### src/hw/rtl/dwsr_pkg.sv
// shared types, operation and status codes for the deque with search and remove
package dwsr_pkg;

   // default store depth
   localparam int DEPTH_DEF = 64;

   // field widths
   localparam int KEY_W  = 32;
   localparam int MODE_W = 3;
   localparam int STAT_W = 2;
   localparam int POS_W  = 7;

   typedef logic [MODE_W-1:0]       mode_type;
   typedef logic [STAT_W-1:0]       status_type;
   typedef logic signed [KEY_W-1:0] key_type;
   typedef logic [POS_W-1:0]        pos_type;

   // operation codes
   localparam mode_type MODE_INS_FRONT  = 3'd0;
   localparam mode_type MODE_INS_BACK   = 3'd1;
   localparam mode_type MODE_DEL_FRONT  = 3'd2;
   localparam mode_type MODE_DEL_BACK   = 3'd3;
   localparam mode_type MODE_FIND       = 3'd4;
   localparam mode_type MODE_REMOVE_ALL = 3'd5;
   localparam mode_type MODE_CLEAR      = 3'd6;

   // status codes
   localparam status_type STAT_OK        = 2'd0;
   localparam status_type STAT_EMPTY     = 2'd1;
   localparam status_type STAT_FULL      = 2'd2;
   localparam status_type STAT_NOT_FOUND = 2'd3;

   // controller states
   typedef enum logic [1:0] {
      ST_IDLE,
      ST_READ,
      ST_SCAN,
      ST_HOLD
   } state_type;

endpackage

### src/hw/rtl/dwsr_if.sv
// request and response channel interfaces
interface dwsr_req_if
   import dwsr_pkg::*;
();
   logic     valid;
   logic     ready;
   mode_type mode;
   key_type  key_in;

   modport source (output valid, output mode, output key_in, input ready);
   modport sink   (input valid, input mode, input key_in, output ready);
endinterface

interface dwsr_rsp_if
   import dwsr_pkg::*;
();
   logic       valid;
   logic       ready;
   status_type status;
   key_type    key_out;
   pos_type    position;

   modport source (output valid, output status, output key_out, output position, input ready);
   modport sink   (input valid, input status, input key_out, input position, output ready);
endinterface

### src/hw/rtl/dwsr_mem.sv
// key store: one write port, one read port with registered read data
module dwsr_mem
   import dwsr_pkg::*;
#(
   parameter int DEPTH = DEPTH_DEF,
   parameter int AW    = $clog2(DEPTH)
) (
   input  logic          clock,
   input  logic          wr_en,
   input  logic [AW-1:0] wr_addr,
   input  key_type       wr_data,
   input  logic          rd_en,
   input  logic [AW-1:0] rd_addr,
   output key_type       rd_data
);

   key_type mem [DEPTH];
   key_type rd_data_ff;

   // write port
   always_ff @(posedge clock) begin
      if (wr_en) begin
         mem[wr_addr] <= wr_data;
      end
   end

   // read port, registered read data
   always_ff @(posedge clock) begin
      if (rd_en) begin
         rd_data_ff <= mem[rd_addr];
      end
   end

   assign rd_data = rd_data_ff;

endmodule

### src/hw/rtl/deque_with_search_and_remove.sv
// Double-ended queue of signed 32-bit keys held in a DEPTH-entry ring memory.
// One word in, one word out. Inserts, clears, and deletes, finds and remove-alls
// on an empty queue finish in the accept cycle; front and back deletes finish
// in the read state from the registered memory read data. Find and remove-all
// stream the queue through the memory read port one entry per cycle: find ends
// at the first match or after the last entry; remove-all ends after the last
// entry, compacting the survivors in place through the write port. A new
// request word is taken once the previous one has finished and its response
// sits in the output register; the response waits there for the consumer
// without holding up the next request. The store needs no clearing after reset.
module deque_with_search_and_remove
   import dwsr_pkg::*;
#(
   parameter int DEPTH = DEPTH_DEF
) (
   input logic        clock,
   input logic        reset,
   dwsr_req_if.sink   req_chan,
   dwsr_rsp_if.source rsp_chan
);

   localparam int AW = $clog2(DEPTH);
   localparam int CW = $clog2(DEPTH + 1);
   localparam int SW = CW + 1;
   localparam logic [SW-1:0] DEPTH_S = SW'(DEPTH);

   // ring address of a sum below twice the depth
   function automatic logic [AW-1:0] wrap(input logic [SW-1:0] a);
      logic [SW-1:0] d;
      d = a - DEPTH_S;
      if (a >= DEPTH_S) begin
         return d[AW-1:0];
      end
      return a[AW-1:0];
   endfunction

   // count to position field, modulo its width
   function automatic pos_type to_pos(input logic [CW-1:0] v);
      logic [31:0] w;
      w = 32'(v);
      return w[POS_W-1:0];
   endfunction

   // control and pointer registers
   state_type     state_ff, state_in;
   logic [AW-1:0] front_ff, front_in;
   logic [CW-1:0] count_ff, count_in;
   mode_type      op_ff, op_in;
   key_type       key_ff, key_in;
   logic [CW-1:0] rd_pos_ff, rd_pos_in;
   logic [CW-1:0] dpos_ff, dpos_in;
   logic [CW-1:0] kept_ff, kept_in;

   // output register and pending result
   logic       rsp_valid_ff, rsp_valid_in;
   status_type rsp_status_ff, rsp_status_in;
   key_type    rsp_key_ff, rsp_key_in;
   pos_type    rsp_pos_ff, rsp_pos_in;
   status_type pend_status_ff, pend_status_in;
   key_type    pend_key_ff, pend_key_in;
   pos_type    pend_pos_ff, pend_pos_in;

   // memory port signals
   logic          mem_wr_en;
   logic [AW-1:0] mem_wr_addr;
   key_type       mem_wr_data;
   logic          mem_rd_en;
   logic [AW-1:0] mem_rd_addr;
   key_type       mem_rd_data;

   // finished result of the current word
   logic       done;
   status_type done_status;
   key_type    done_key;
   pos_type    done_pos;

   // shared conditions and addresses
   logic          accept;
   logic          out_free;
   logic          is_full;
   logic          is_empty;
   logic          match;
   logic          last;
   logic [CW-1:0] kept_next;
   logic [AW-1:0] slot_front_m1;
   logic [AW-1:0] slot_front_p1;
   logic [AW-1:0] slot_back;
   logic [AW-1:0] slot_last;
   logic [AW-1:0] slot_rd;
   logic [AW-1:0] slot_kept;

   assign req_chan.ready = (state_ff == ST_IDLE);
   assign accept         = req_chan.valid && (state_ff == ST_IDLE);
   assign out_free       = !rsp_valid_ff || rsp_chan.ready;
   assign is_full        = (count_ff == CW'(DEPTH));
   assign is_empty       = (count_ff == '0);
   assign match          = (mem_rd_data == key_ff);
   assign last           = (dpos_ff == count_ff - CW'(1));
   assign kept_next      = match ? kept_ff : kept_ff + CW'(1);

   assign slot_front_m1 = (front_ff == '0) ? AW'(DEPTH - 1) : front_ff - AW'(1);
   assign slot_front_p1 = wrap(SW'(front_ff) + SW'(1));
   assign slot_back     = wrap(SW'(front_ff) + SW'(count_ff));
   assign slot_last     = wrap(SW'(front_ff) + SW'(count_ff) - SW'(1));
   assign slot_rd       = wrap(SW'(front_ff) + SW'(rd_pos_ff));
   assign slot_kept     = wrap(SW'(front_ff) + SW'(kept_ff));

   dwsr_mem #(
      .DEPTH (DEPTH),
      .AW    (AW)
   ) u_mem (
      .clock   (clock),
      .wr_en   (mem_wr_en),
      .wr_addr (mem_wr_addr),
      .wr_data (mem_wr_data),
      .rd_en   (mem_rd_en),
      .rd_addr (mem_rd_addr),
      .rd_data (mem_rd_data)
   );

   // next state
   always_comb begin
      state_in = state_ff;
      case (state_ff)
         ST_IDLE: begin
            if (accept) begin
               if (done) begin
                  state_in = out_free ? ST_IDLE : ST_HOLD;
               end else if (req_chan.mode == MODE_DEL_FRONT ||
                            req_chan.mode == MODE_DEL_BACK) begin
                  state_in = ST_READ;
               end else begin
                  state_in = ST_SCAN;
               end
            end
         end
         ST_READ, ST_SCAN: begin
            if (done) begin
               state_in = out_free ? ST_IDLE : ST_HOLD;
            end
         end
         ST_HOLD: begin
            if (out_free) begin
               state_in = ST_IDLE;
            end
         end
         default: begin
            state_in = ST_IDLE;
         end
      endcase
   end

   // datapath, memory control and result
   always_comb begin
      front_in       = front_ff;
      count_in       = count_ff;
      op_in          = op_ff;
      key_in         = key_ff;
      rd_pos_in      = rd_pos_ff;
      dpos_in        = dpos_ff;
      kept_in        = kept_ff;
      mem_wr_en      = 1'b0;
      mem_wr_addr    = slot_kept;
      mem_wr_data    = mem_rd_data;
      mem_rd_en      = 1'b0;
      mem_rd_addr    = slot_rd;
      done           = 1'b0;
      done_status    = STAT_OK;
      done_key       = '0;
      done_pos       = '0;

      case (state_ff)
         ST_IDLE: begin
            if (accept) begin
               op_in  = req_chan.mode;
               key_in = req_chan.key_in;
               case (req_chan.mode)
                  MODE_INS_FRONT: begin
                     done = 1'b1;
                     if (is_full) begin
                        done_status = STAT_FULL;
                     end else begin
                        mem_wr_en   = 1'b1;
                        mem_wr_addr = slot_front_m1;
                        mem_wr_data = req_chan.key_in;
                        front_in    = slot_front_m1;
                        count_in    = count_ff + CW'(1);
                     end
                  end
                  MODE_INS_BACK: begin
                     done = 1'b1;
                     if (is_full) begin
                        done_status = STAT_FULL;
                     end else begin
                        mem_wr_en   = 1'b1;
                        mem_wr_addr = slot_back;
                        mem_wr_data = req_chan.key_in;
                        count_in    = count_ff + CW'(1);
                     end
                  end
                  MODE_DEL_FRONT: begin
                     if (is_empty) begin
                        done        = 1'b1;
                        done_status = STAT_EMPTY;
                     end else begin
                        mem_rd_en   = 1'b1;
                        mem_rd_addr = front_ff;
                        front_in    = slot_front_p1;
                        count_in    = count_ff - CW'(1);
                     end
                  end
                  MODE_DEL_BACK: begin
                     if (is_empty) begin
                        done        = 1'b1;
                        done_status = STAT_EMPTY;
                     end else begin
                        mem_rd_en   = 1'b1;
                        mem_rd_addr = slot_last;
                        count_in    = count_ff - CW'(1);
                     end
                  end
                  MODE_FIND, MODE_REMOVE_ALL: begin
                     if (is_empty) begin
                        done        = 1'b1;
                        done_status = (req_chan.mode == MODE_FIND) ? STAT_NOT_FOUND : STAT_OK;
                     end else begin
                        mem_rd_en   = 1'b1;
                        mem_rd_addr = front_ff;
                        rd_pos_in   = CW'(1);
                        dpos_in     = '0;
                        kept_in     = '0;
                     end
                  end
                  MODE_CLEAR: begin
                     done     = 1'b1;
                     count_in = '0;
                     front_in = '0;
                  end
                  default: begin
                     done = 1'b1;
                  end
               endcase
            end
         end
         ST_READ: begin
            done     = 1'b1;
            done_key = mem_rd_data;
         end
         ST_SCAN: begin
            // stream the next entry out of the memory
            if (rd_pos_ff < count_ff) begin
               mem_rd_en = 1'b1;
               rd_pos_in = rd_pos_ff + CW'(1);
            end
            dpos_in = rd_pos_ff;
            if (op_ff == MODE_FIND) begin
               if (match) begin
                  done     = 1'b1;
                  done_pos = to_pos(dpos_ff);
               end else if (last) begin
                  done        = 1'b1;
                  done_status = STAT_NOT_FOUND;
               end
            end else begin
               // compact survivors toward the front
               if (!match) begin
                  mem_wr_en = 1'b1;
               end
               kept_in = kept_next;
               if (last) begin
                  done     = 1'b1;
                  done_pos = to_pos(count_ff - kept_next);
                  count_in = kept_next;
               end
            end
         end
         default: begin
         end
      endcase
   end

   // output register and pending result
   always_comb begin
      rsp_valid_in   = rsp_valid_ff && !rsp_chan.ready;
      rsp_status_in  = rsp_status_ff;
      rsp_key_in     = rsp_key_ff;
      rsp_pos_in     = rsp_pos_ff;
      pend_status_in = pend_status_ff;
      pend_key_in    = pend_key_ff;
      pend_pos_in    = pend_pos_ff;
      if (done) begin
         if (out_free) begin
            rsp_valid_in  = 1'b1;
            rsp_status_in = done_status;
            rsp_key_in    = done_key;
            rsp_pos_in    = done_pos;
         end else begin
            pend_status_in = done_status;
            pend_key_in    = done_key;
            pend_pos_in    = done_pos;
         end
      end else if (state_ff == ST_HOLD && out_free) begin
         rsp_valid_in  = 1'b1;
         rsp_status_in = pend_status_ff;
         rsp_key_in    = pend_key_ff;
         rsp_pos_in    = pend_pos_ff;
      end
   end

   assign rsp_chan.valid    = rsp_valid_ff;
   assign rsp_chan.status   = rsp_status_ff;
   assign rsp_chan.key_out  = rsp_key_ff;
   assign rsp_chan.position = rsp_pos_ff;

   // control registers
   always_ff @(posedge clock) begin
      if (reset) begin
         state_ff     <= ST_IDLE;
         front_ff     <= '0;
         count_ff     <= '0;
         rsp_valid_ff <= 1'b0;
      end else begin
         state_ff     <= state_in;
         front_ff     <= front_in;
         count_ff     <= count_in;
         rsp_valid_ff <= rsp_valid_in;
      end
   end

   // payload registers
   always_ff @(posedge clock) begin
      op_ff          <= op_in;
      key_ff         <= key_in;
      rd_pos_ff      <= rd_pos_in;
      dpos_ff        <= dpos_in;
      kept_ff        <= kept_in;
      rsp_status_ff  <= rsp_status_in;
      rsp_key_ff     <= rsp_key_in;
      rsp_pos_ff     <= rsp_pos_in;
      pend_status_ff <= pend_status_in;
      pend_key_ff    <= pend_key_in;
      pend_pos_ff    <= pend_pos_in;
   end

endmodule
### src/flat_wrapper.sv
// flat-port wrapper written by rule: the top's interface ports become plain ports
module deque_with_search_and_remove_flat import dwsr_pkg::*;
#(
   parameter int DEPTH = DEPTH_DEF
)
  (clock, reset, req_chan_valid, req_chan_mode, req_chan_key_in, req_chan_ready, rsp_chan_valid, rsp_chan_status, rsp_chan_key_out, rsp_chan_position, rsp_chan_ready);
  dwsr_req_if req_chan_i ();
  dwsr_rsp_if rsp_chan_i ();
  input logic clock;
  input logic reset;
  input wire logic [$bits(req_chan_i.valid)-1:0] req_chan_valid;
  input wire logic [$bits(req_chan_i.mode)-1:0] req_chan_mode;
  input wire logic [$bits(req_chan_i.key_in)-1:0] req_chan_key_in;
  output wire logic [$bits(req_chan_i.ready)-1:0] req_chan_ready;
  output wire logic [$bits(rsp_chan_i.valid)-1:0] rsp_chan_valid;
  output wire logic [$bits(rsp_chan_i.status)-1:0] rsp_chan_status;
  output wire logic [$bits(rsp_chan_i.key_out)-1:0] rsp_chan_key_out;
  output wire logic [$bits(rsp_chan_i.position)-1:0] rsp_chan_position;
  input wire logic [$bits(rsp_chan_i.ready)-1:0] rsp_chan_ready;
  assign req_chan_i.valid = req_chan_valid;
  assign req_chan_i.mode = req_chan_mode;
  assign req_chan_i.key_in = req_chan_key_in;
  assign req_chan_ready = req_chan_i.ready;
  assign rsp_chan_valid = rsp_chan_i.valid;
  assign rsp_chan_status = rsp_chan_i.status;
  assign rsp_chan_key_out = rsp_chan_i.key_out;
  assign rsp_chan_position = rsp_chan_i.position;
  assign rsp_chan_i.ready = rsp_chan_ready;
  deque_with_search_and_remove #(.DEPTH(DEPTH)) u_core (.clock(clock), .reset(reset), .req_chan(req_chan_i), .rsp_chan(rsp_chan_i));
endmodule
### config.mk
export PLATFORM = sky130hd
export DESIGN_NAME = deque_with_search_and_remove_flat
export DESIGN_NICKNAME = d
export VERILOG_FILES = /design/src/hw/rtl/dwsr_pkg.sv /design/src/hw/rtl/dwsr_if.sv /design/src/hw/rtl/dwsr_mem.sv /design/src/hw/rtl/deque_with_search_and_remove.sv /design/src/flat_wrapper.sv
export SDC_FILE = /design/constraint.sdc
export NUM_CORES = 2
export LEC_CHECK = 0
export ABC_AREA = 0
export BUFFER_PORTS_ARGS = -buffer_cell sky130_fd_sc_hd__buf_2
export CAP_MARGIN = 10
export CORE_ASPECT_RATIO = 1.75
export CORE_MARGIN = 10
export CORE_UTILIZATION = 63
export CTS_CLUSTER_SIZE = 28
export DETAILED_ROUTE_END_ITERATION = 6
export GPL_TIMING_DRIVEN = 0
export PLACE_DENSITY = 0.79
export SLEW_MARGIN = 20
export SYNTH_ARGS = -nofsm -noshare
export SYNTH_HDL_FRONTEND = slang
export SYNTH_SLANG_ARGS = --single-unit
### constraint.sdc
create_clock -name clock -period 5.8 [get_ports clock]
set_input_delay 1.16 -clock clock [delete_from_list [all_inputs] [get_ports clock]]
set_output_delay 1.16 -clock clock [all_outputs]
set_load 0.03 [all_outputs]
# ---- Word-level counts from Yosys, hierarchy flattened
# Memories as Yosys holds them, arrays and structs flattened. A register that Yosys moved wholly into a read port is not among the register bits.
# Cells that the tools add are included.
dict set report totals {
  latch_bits 0
  output_inout_bits 43
  elab_cells 201
  regBits 154
  mem_bits_rw 2048
  n_memories 1
  rom_bits 0
}
# name words width read_ports rd_clocked_by_memory_dff wr line_no
set mem_list {}
lappend mem_list {u_core.u_mem.mem 64 32 1 1 1 dwsr_mem.sv:17} ;# key_type mem [DEPTH];
dict set report op_classes {
  eq_ne 27
  n_div 0
  n_reduce_logical 29
  n_bitwise 1
  muxes 106
  mul 0
  add_sub_neg 16
  n_shift 0
  magnitude_cmp 6
}
# cell n
set op_table {}
lappend op_table {{2-to-1 mux 32 bit} 8}
lappend op_table {{2-to-1 mux 7 bit} 21}
lappend op_table {{2-to-1 mux 6 bit} 21}
lappend op_table {{one-hot mux 7 bit (2 select lines)} 4}
lappend op_table {{subtractor 6 x 1 -> 6 bit (second input constant)} 6}
lappend op_table {{== test 32 bit} 1}
lappend op_table {{greater-or-equal comparator 8 x 7 -> 1 bit (second input constant)} 4}
lappend op_table {{2-to-1 mux 2 bit} 16}
lappend op_table {{2-to-1 mux 1 bit} 26}
lappend op_table {{adder 6 x 7 -> 8 bit} 3}
lappend op_table {{one-hot mux 6 bit (2 select lines)} 2}
lappend op_table {{adder 7 x 1 -> 7 bit (second input constant)} 3}
lappend op_table {{one-hot mux 7 bit (3 select lines)} 1}
lappend op_table {{one-hot mux 6 bit (3 select lines)} 1}
lappend op_table {{AND reduction 5 bit} 3}
lappend op_table {{== test 3 bit (second input constant)} 4}
lappend op_table {{inequality test 2 x 1 -> 1 bit (second input constant)} 6}
lappend op_table {{one-hot mux 2 bit (3 select lines)} 2}
lappend op_table {{inequality test 2 bit (second input constant)} 5}
lappend op_table {{OR reduction 2 bit} 4}
lappend op_table {{subtractor 8 x 1 -> 8 bit (second input constant)} 1}
lappend op_table {{adder 6 x 1 -> 7 bit (second input constant)} 1}
lappend op_table {{== test 7 bit} 1}
lappend op_table {{== test 7 bit (second input constant)} 1}
lappend op_table {{29 further kinds} 40}

# ---- Depth between registers and ports, before layout
dict set report logic_depth {
  ltp_word 9
  ltp_mapped 17
}

# ---- Modules after synthesis
# A second synthesis with hierarchy kept.
dict set report hier_totals {
  cells_unflattened 4274
  area_unflattened_um2 88298.4
}
# module area_each_um2 seq_area_each_um2 n_inst cells_each
set by_module_without_submodules {}
lappend by_module_without_submodules {dwsr_mem 79359.9 62459.9 1 3511}
lappend by_module_without_submodules {deque_with_search_and_remove 8938.6 4464.3 1 763}

# ---- Worst setup path after synthesis
# OpenSTA, ideal clock, no wires.
dict set report synth_timing {
  path_kind {in2reg}
  start {in req_chan_valid}
  end {mem u_core.u_mem.mem[0][0] (netlist bit) (enable)}
  t_required_ps 5379
  cell_stages 9
  t_arrival_ps 4849
  slack_ps 530
  path_cell_list {nand2_1 -> clkinv_1 -> nand3_1 -> clkbuf_1 -> a311oi_1 -> a21oi_1 -> nor2b_1 -> nand2_1 -> nor2_1}
}
dict set report synth_via {
  elab_chain_cells 5
  elab_cells_between_ends 7
}
# element line_no
set synth_rtl {}
lappend synth_rtl {{from (decl)} flat_wrapper.sv:11} ;# input wire logic [$bits(req_chan_i.valid)-1:0] req_chan_valid;
lappend synth_rtl {{logical AND 1 bit (*)} deque_with_search_and_remove.sv:93} ;# assign accept = req_chan.valid && (state_ff == ST_IDLE);
lappend synth_rtl {{2-to-1 mux 1 bit} deque_with_search_and_remove.sv:174} ;# if (accept) begin
lappend synth_rtl {{one-hot mux 1 bit (2 select lines)} deque_with_search_and_remove.sv:172} ;# case (state_ff)
lappend synth_rtl {{2-to-1 mux 1 bit} dwsr_mem.sv:22} ;# if (wr_en) begin
lappend synth_rtl {{2-to-1 mux 1 bit (not written as such)} dwsr_mem.sv:23} ;# mem[wr_addr] <= wr_data;
lappend synth_rtl {{to (decl)} dwsr_mem.sv:17}
# Mark *: on every way between the ends. The rest lies on a longest branch, timed or not.

# ---- Worst setup path in the final report
dict set report layout_timing {
  start {reg u_core.count_ff[1]}
  end {reg u_core.u_mem.rd_data_ff[11] (netlist: u_core.u_mem.rd_data[11]) (read register of u_core.u_mem.mem) (data pin)}
}
dict set report layout_via {
  elab_chain_cells 9
  elab_cells_between_ends 19
}
# element line_no
set layout_rtl {}
lappend layout_rtl {{from (decl)} deque_with_search_and_remove.sv:47} ;# logic [CW-1:0] count_ff, count_in;
lappend layout_rtl {{from (signal assigned)} deque_with_search_and_remove.sv:325} ;# count_ff <= count_in;
lappend layout_rtl {{adder 6 x 7 -> 8 bit} deque_with_search_and_remove.sv:104} ;# assign slot_last = wrap(SW'(front_ff) + SW'(count_ff) - SW'(1));
lappend layout_rtl {{subtractor 8 x 1 -> 8 bit} deque_with_search_and_remove.sv:104}
lappend layout_rtl {{greater-or-equal comparator 8 x 7 -> 1 bit / subtractor 6 x 1 -> 6 bit (equally long branches)} {deque_with_search_and_remove.sv:31, deque_with_search_and_remove.sv:30}}
lappend layout_rtl {{2-to-1 mux 1 bit / 2-to-1 mux 6 bit (equally long branches)} deque_with_search_and_remove.sv:31} ;# if (a >= DEPTH_S) begin
lappend layout_rtl {{2-to-1 mux 6 bit} deque_with_search_and_remove.sv:34} ;# return a[AW-1:0];
lappend layout_rtl {{2-to-1 mux 6 bit} deque_with_search_and_remove.sv:213} ;# if (is_empty) begin
lappend layout_rtl {{one-hot mux 6 bit (2 select lines)} deque_with_search_and_remove.sv:177} ;# case (req_chan.mode)
lappend layout_rtl {{2-to-1 mux 6 bit} deque_with_search_and_remove.sv:174}
lappend layout_rtl {{2-to-1 mux 6 bit} deque_with_search_and_remove.sv:172}
lappend layout_rtl {{to (decl)} dwsr_mem.sv:18} ;# key_type rd_data_ff;
# Parallel ways exist; a longest one is shown, timed or not. The select of a mux whose other input is x is not followed.
# A chain may end at the register's enable or synchronous reset.

==> metrics.txt <==
status=complete, but fails checks; failing checks=design-rule violations, negative setup slack; Slew headroom=0.283; CORE AREA=0.139 mm²; Slew @ Worst Pin=1.08 ns; RSZ-0062 raised after global routing=false; HP Start=req_chan_key_in[27]; ys async rst share=0; Synth Area per Inst=20.1 µm²; htree depth=4; CP Class=reg -> reg; Clock Skew=0.0612 ns; CTS Hold Bufs=0; CTS Sinks=2234; first-pass GRT wire length=402 mm; max frequency=169 MHz; CP max-delay cell=clkbuf_1; Clock Path Buffers=3; Gate Count Post-Synth=4357; RD Place Congestion=1.00; Synth Warn #=0; worst min path class=in -> reg; DIE HEIGHT=513 µm; input/output buffers=81; Routed Antenna Nets=0; clock buffer count from CTS=180; # nets final=4826; initial antenna violation count=29; Cell variety after synth=77; I/O pin cnt=82; Synth Area in Simple Gates=0.0342; Period minus WS final=5.92 ns; EDFF count, synth=2218; largest net degree at the start of global routing=65; die width=302 µm; Synth area leader=edfxtp_1; Commonest cells post-synth=2218 x edfxtp_1, 464 x mux4_2, 292 x nand2_1; Max Slew Vio Count=0; First DRT Iteration DRCs=8271; Post-Synth XOR/XNOR Area=0.00845; period utilization=1.02; total power=60200 µW; Fin. Hold Viols=0; main combinational cell family by area after synthesis=multiplexers; Layout fillers=7313; synthesized area=0.0877 mm²; crit end category=flip-flop; Max stage delay on crit path=0.85 ns; CTS tree=done; # rows=181; r2r startpoint=u_core.count_ff[1]$_SDFFE_PP0P_; final worst slack=-0.121 ns; Synth Net Count=4441; critical path data required time=6.34 ns; startpoint types=flip-flop; Leak=0.0321 µW; count leader, synth=edfxtp_1; Worst EP arrival=6.46 ns; TNS Setup=-0.376 ns; clock-pin slew on the worst setup and hold paths=0.08 ns; CP max FO=11; routed wire length=291 mm; via count=51000; GRT Overall Usage=0.381; routed len/inst=43.1 µm; Setup crit start=u_core.count_ff[1]$_SDFFE_PP0P_; Clock Latency Late Sink=0.85 ns; ratio of cells with drive above 1 in the final layout=0.258; Synth Register Bits=2234; Synth area leaders=edfxtp_1 76%, mux4_2 12%, a22o_1 1.9%; Detailed Place HPWL=180 mm; number of global-route vias before repair=50900; grt ovf=0; Pre-Repair DR Iteration Count=7; Power Dens Cells=602 mW/mm²; CTS Root Cell=clkbuf_16; setup slack at placement=-0.985 ns; post-synthesis mux area share=0.127; Compound-Gate Fraction of Synth Area=0.0455; Residual DRC=11; maximum vdd drop=0.386 mV; top_reg_cell synth=edfxtp_1; Post-Synth Adder-Cell Area=0.00677; DR vias/cell=7.56; worst path cell trace=inv_1 -> ha_1 -> or4b_4 -> o211ai_1 -> buf_2 -> o31ai_1 -> a31oi_1 -> and2_1 -> clkbuf_1 -> nand3_1 -> and4_1; final setup fails=6; max-cap viol count=0; area grow syn2layout=14.1%; starting density of the core=0.632; sequential element share of the synthesized area=0.763; die area=0.155 mm²; Synth top area share=0.760
[cell usage in the layout, fill, tap and decap left out, types with 39 or more instances in the layout]
cell and n:
and3_1 39, mux4_2 464, nand2_1 260, a22oi_1 40, a21oi_1 53, nor2_4 67, ha_1 41, clkinv_2 42
clkbuf_16 183, edfxtp_1 2218, nor2_1 71, o21ai_0 88, mux2_2 41, buf_16 73, xor2_1 50, a22o_1 193
buf_12 44, and2_1 50, clkbuf_1 110, buf_2 198
[final cells by class]
cell class                      count  area (µm²)  share of cell area
Multi-Input combinational cell   1861       20400               0.203
Buffer                            236        1160              0.0116
Tap cell                         1830        2290              0.0229
Inverter                           25        98.8            0.000988
Clock buffer                      219        4740              0.0474
Clock inverter                    115        1070              0.0107
Timing Repair Buffer              204        3360              0.0336
Sequential cell                  2234       66900               0.669
Antenna cell                       21        52.6            0.000525
[stage by stage]
| stage | util | hold WS (ns) | instance area [µm²] | std cells |
|---|---|---|---|---|
| floorplan | - | 0.495 | 87700 | 4357 |
| global placement | 0.652 | 0.519 | 90400 | 6268 |
| detailed placement | 0.678 | 0.531 | 94000 | 6387 |
| CTS | 0.720 | 0.492 | 99800 | 6721 |
| global route | 0.722 | 0.528 | 100000 | 6727 |
| finish | 0.722 | 0.516 | 100000 | 6745 |
[state kept, by name (all words and copies together) (netlist names), 2 cells and up]
| signal | cells |
|---|---|
| u_core.u_mem.mem | 2048 |
| u_core.key_ff | 32 |
| u_core.pend_key_ff | 32 |
| u_core.rsp_chan.key_out | 32 |
| u_core.u_mem.rd_data | 32 |
| u_core.count_ff | 7 |
| u_core.dpos_ff | 7 |
| u_core.kept_ff | 7 |
| u_core.pend_pos_ff | 7 |
| u_core.rd_pos_ff | 7 |
| u_core.rsp_chan.position | 7 |
| u_core.front_ff | 6 |
| u_core.op_ff | 3 |
| u_core.pend_status_ff | 2 |
| u_core.rsp_chan.status | 2 |
| u_core.state_ff | 2 |
[worst paths after layout]
check	to	slack [ns]	cells past startpoint
min	u_core.key_ff[27]$_DFFE_PP_	0.52	1
min reg2reg	u_core.rsp_chan.key_out[3]$_DFFE_PP_	0.55	1
max	u_core.u_mem.rd_data[11]$_DFFE_PP_	-0.12	11
max reg2reg	u_core.u_mem.rd_data[11]$_DFFE_PP_	-0.12	11
[what timing repair did]
action / 4_1_cts / 5_1_grt
buffers inserted: 0 / 0
setup endpoints to repair: 26 / 25
resized for setup: 15 / 21
[layer usage]
metal  GRT usage  part of all wire  vias up
met1       0.398              0.27    25400
met5    0.000313           0.00029        -
met3       0.133              0.13     1477
met2       0.595              0.48     5347
li1            -                 -    18800
met4       0.354              0.12       12
[where the power goes]
part | internal, µW | switching (µW)
Combinational | 7830 | 18200
Clock | 6520 | 5910
Sequential | 21300 | 458
[cell families after synthesis]
| logic type | after synthesis |
|---|---|
| compound gates | 549 |
| flops | 2234 |
| mux | 530 |
| fa+ha+maj | 45 |
| buf+inv | 262 |
| xor+xnor | 83 |
| simple gates | 654 |
[critical path, delay by kind of cell, from the launching register on]
kind	cells	cell delay [ns]
AO/OA/AOI/OAI	3	0.98
buffers and inverters	3	1.37
AND/OR/NAND/NOR	4	2.45
flip-flops	1	0.50
adder cells (fa/ha/maj)	1	0.29
Note: power is estimated with default switching activity, not from simulation.
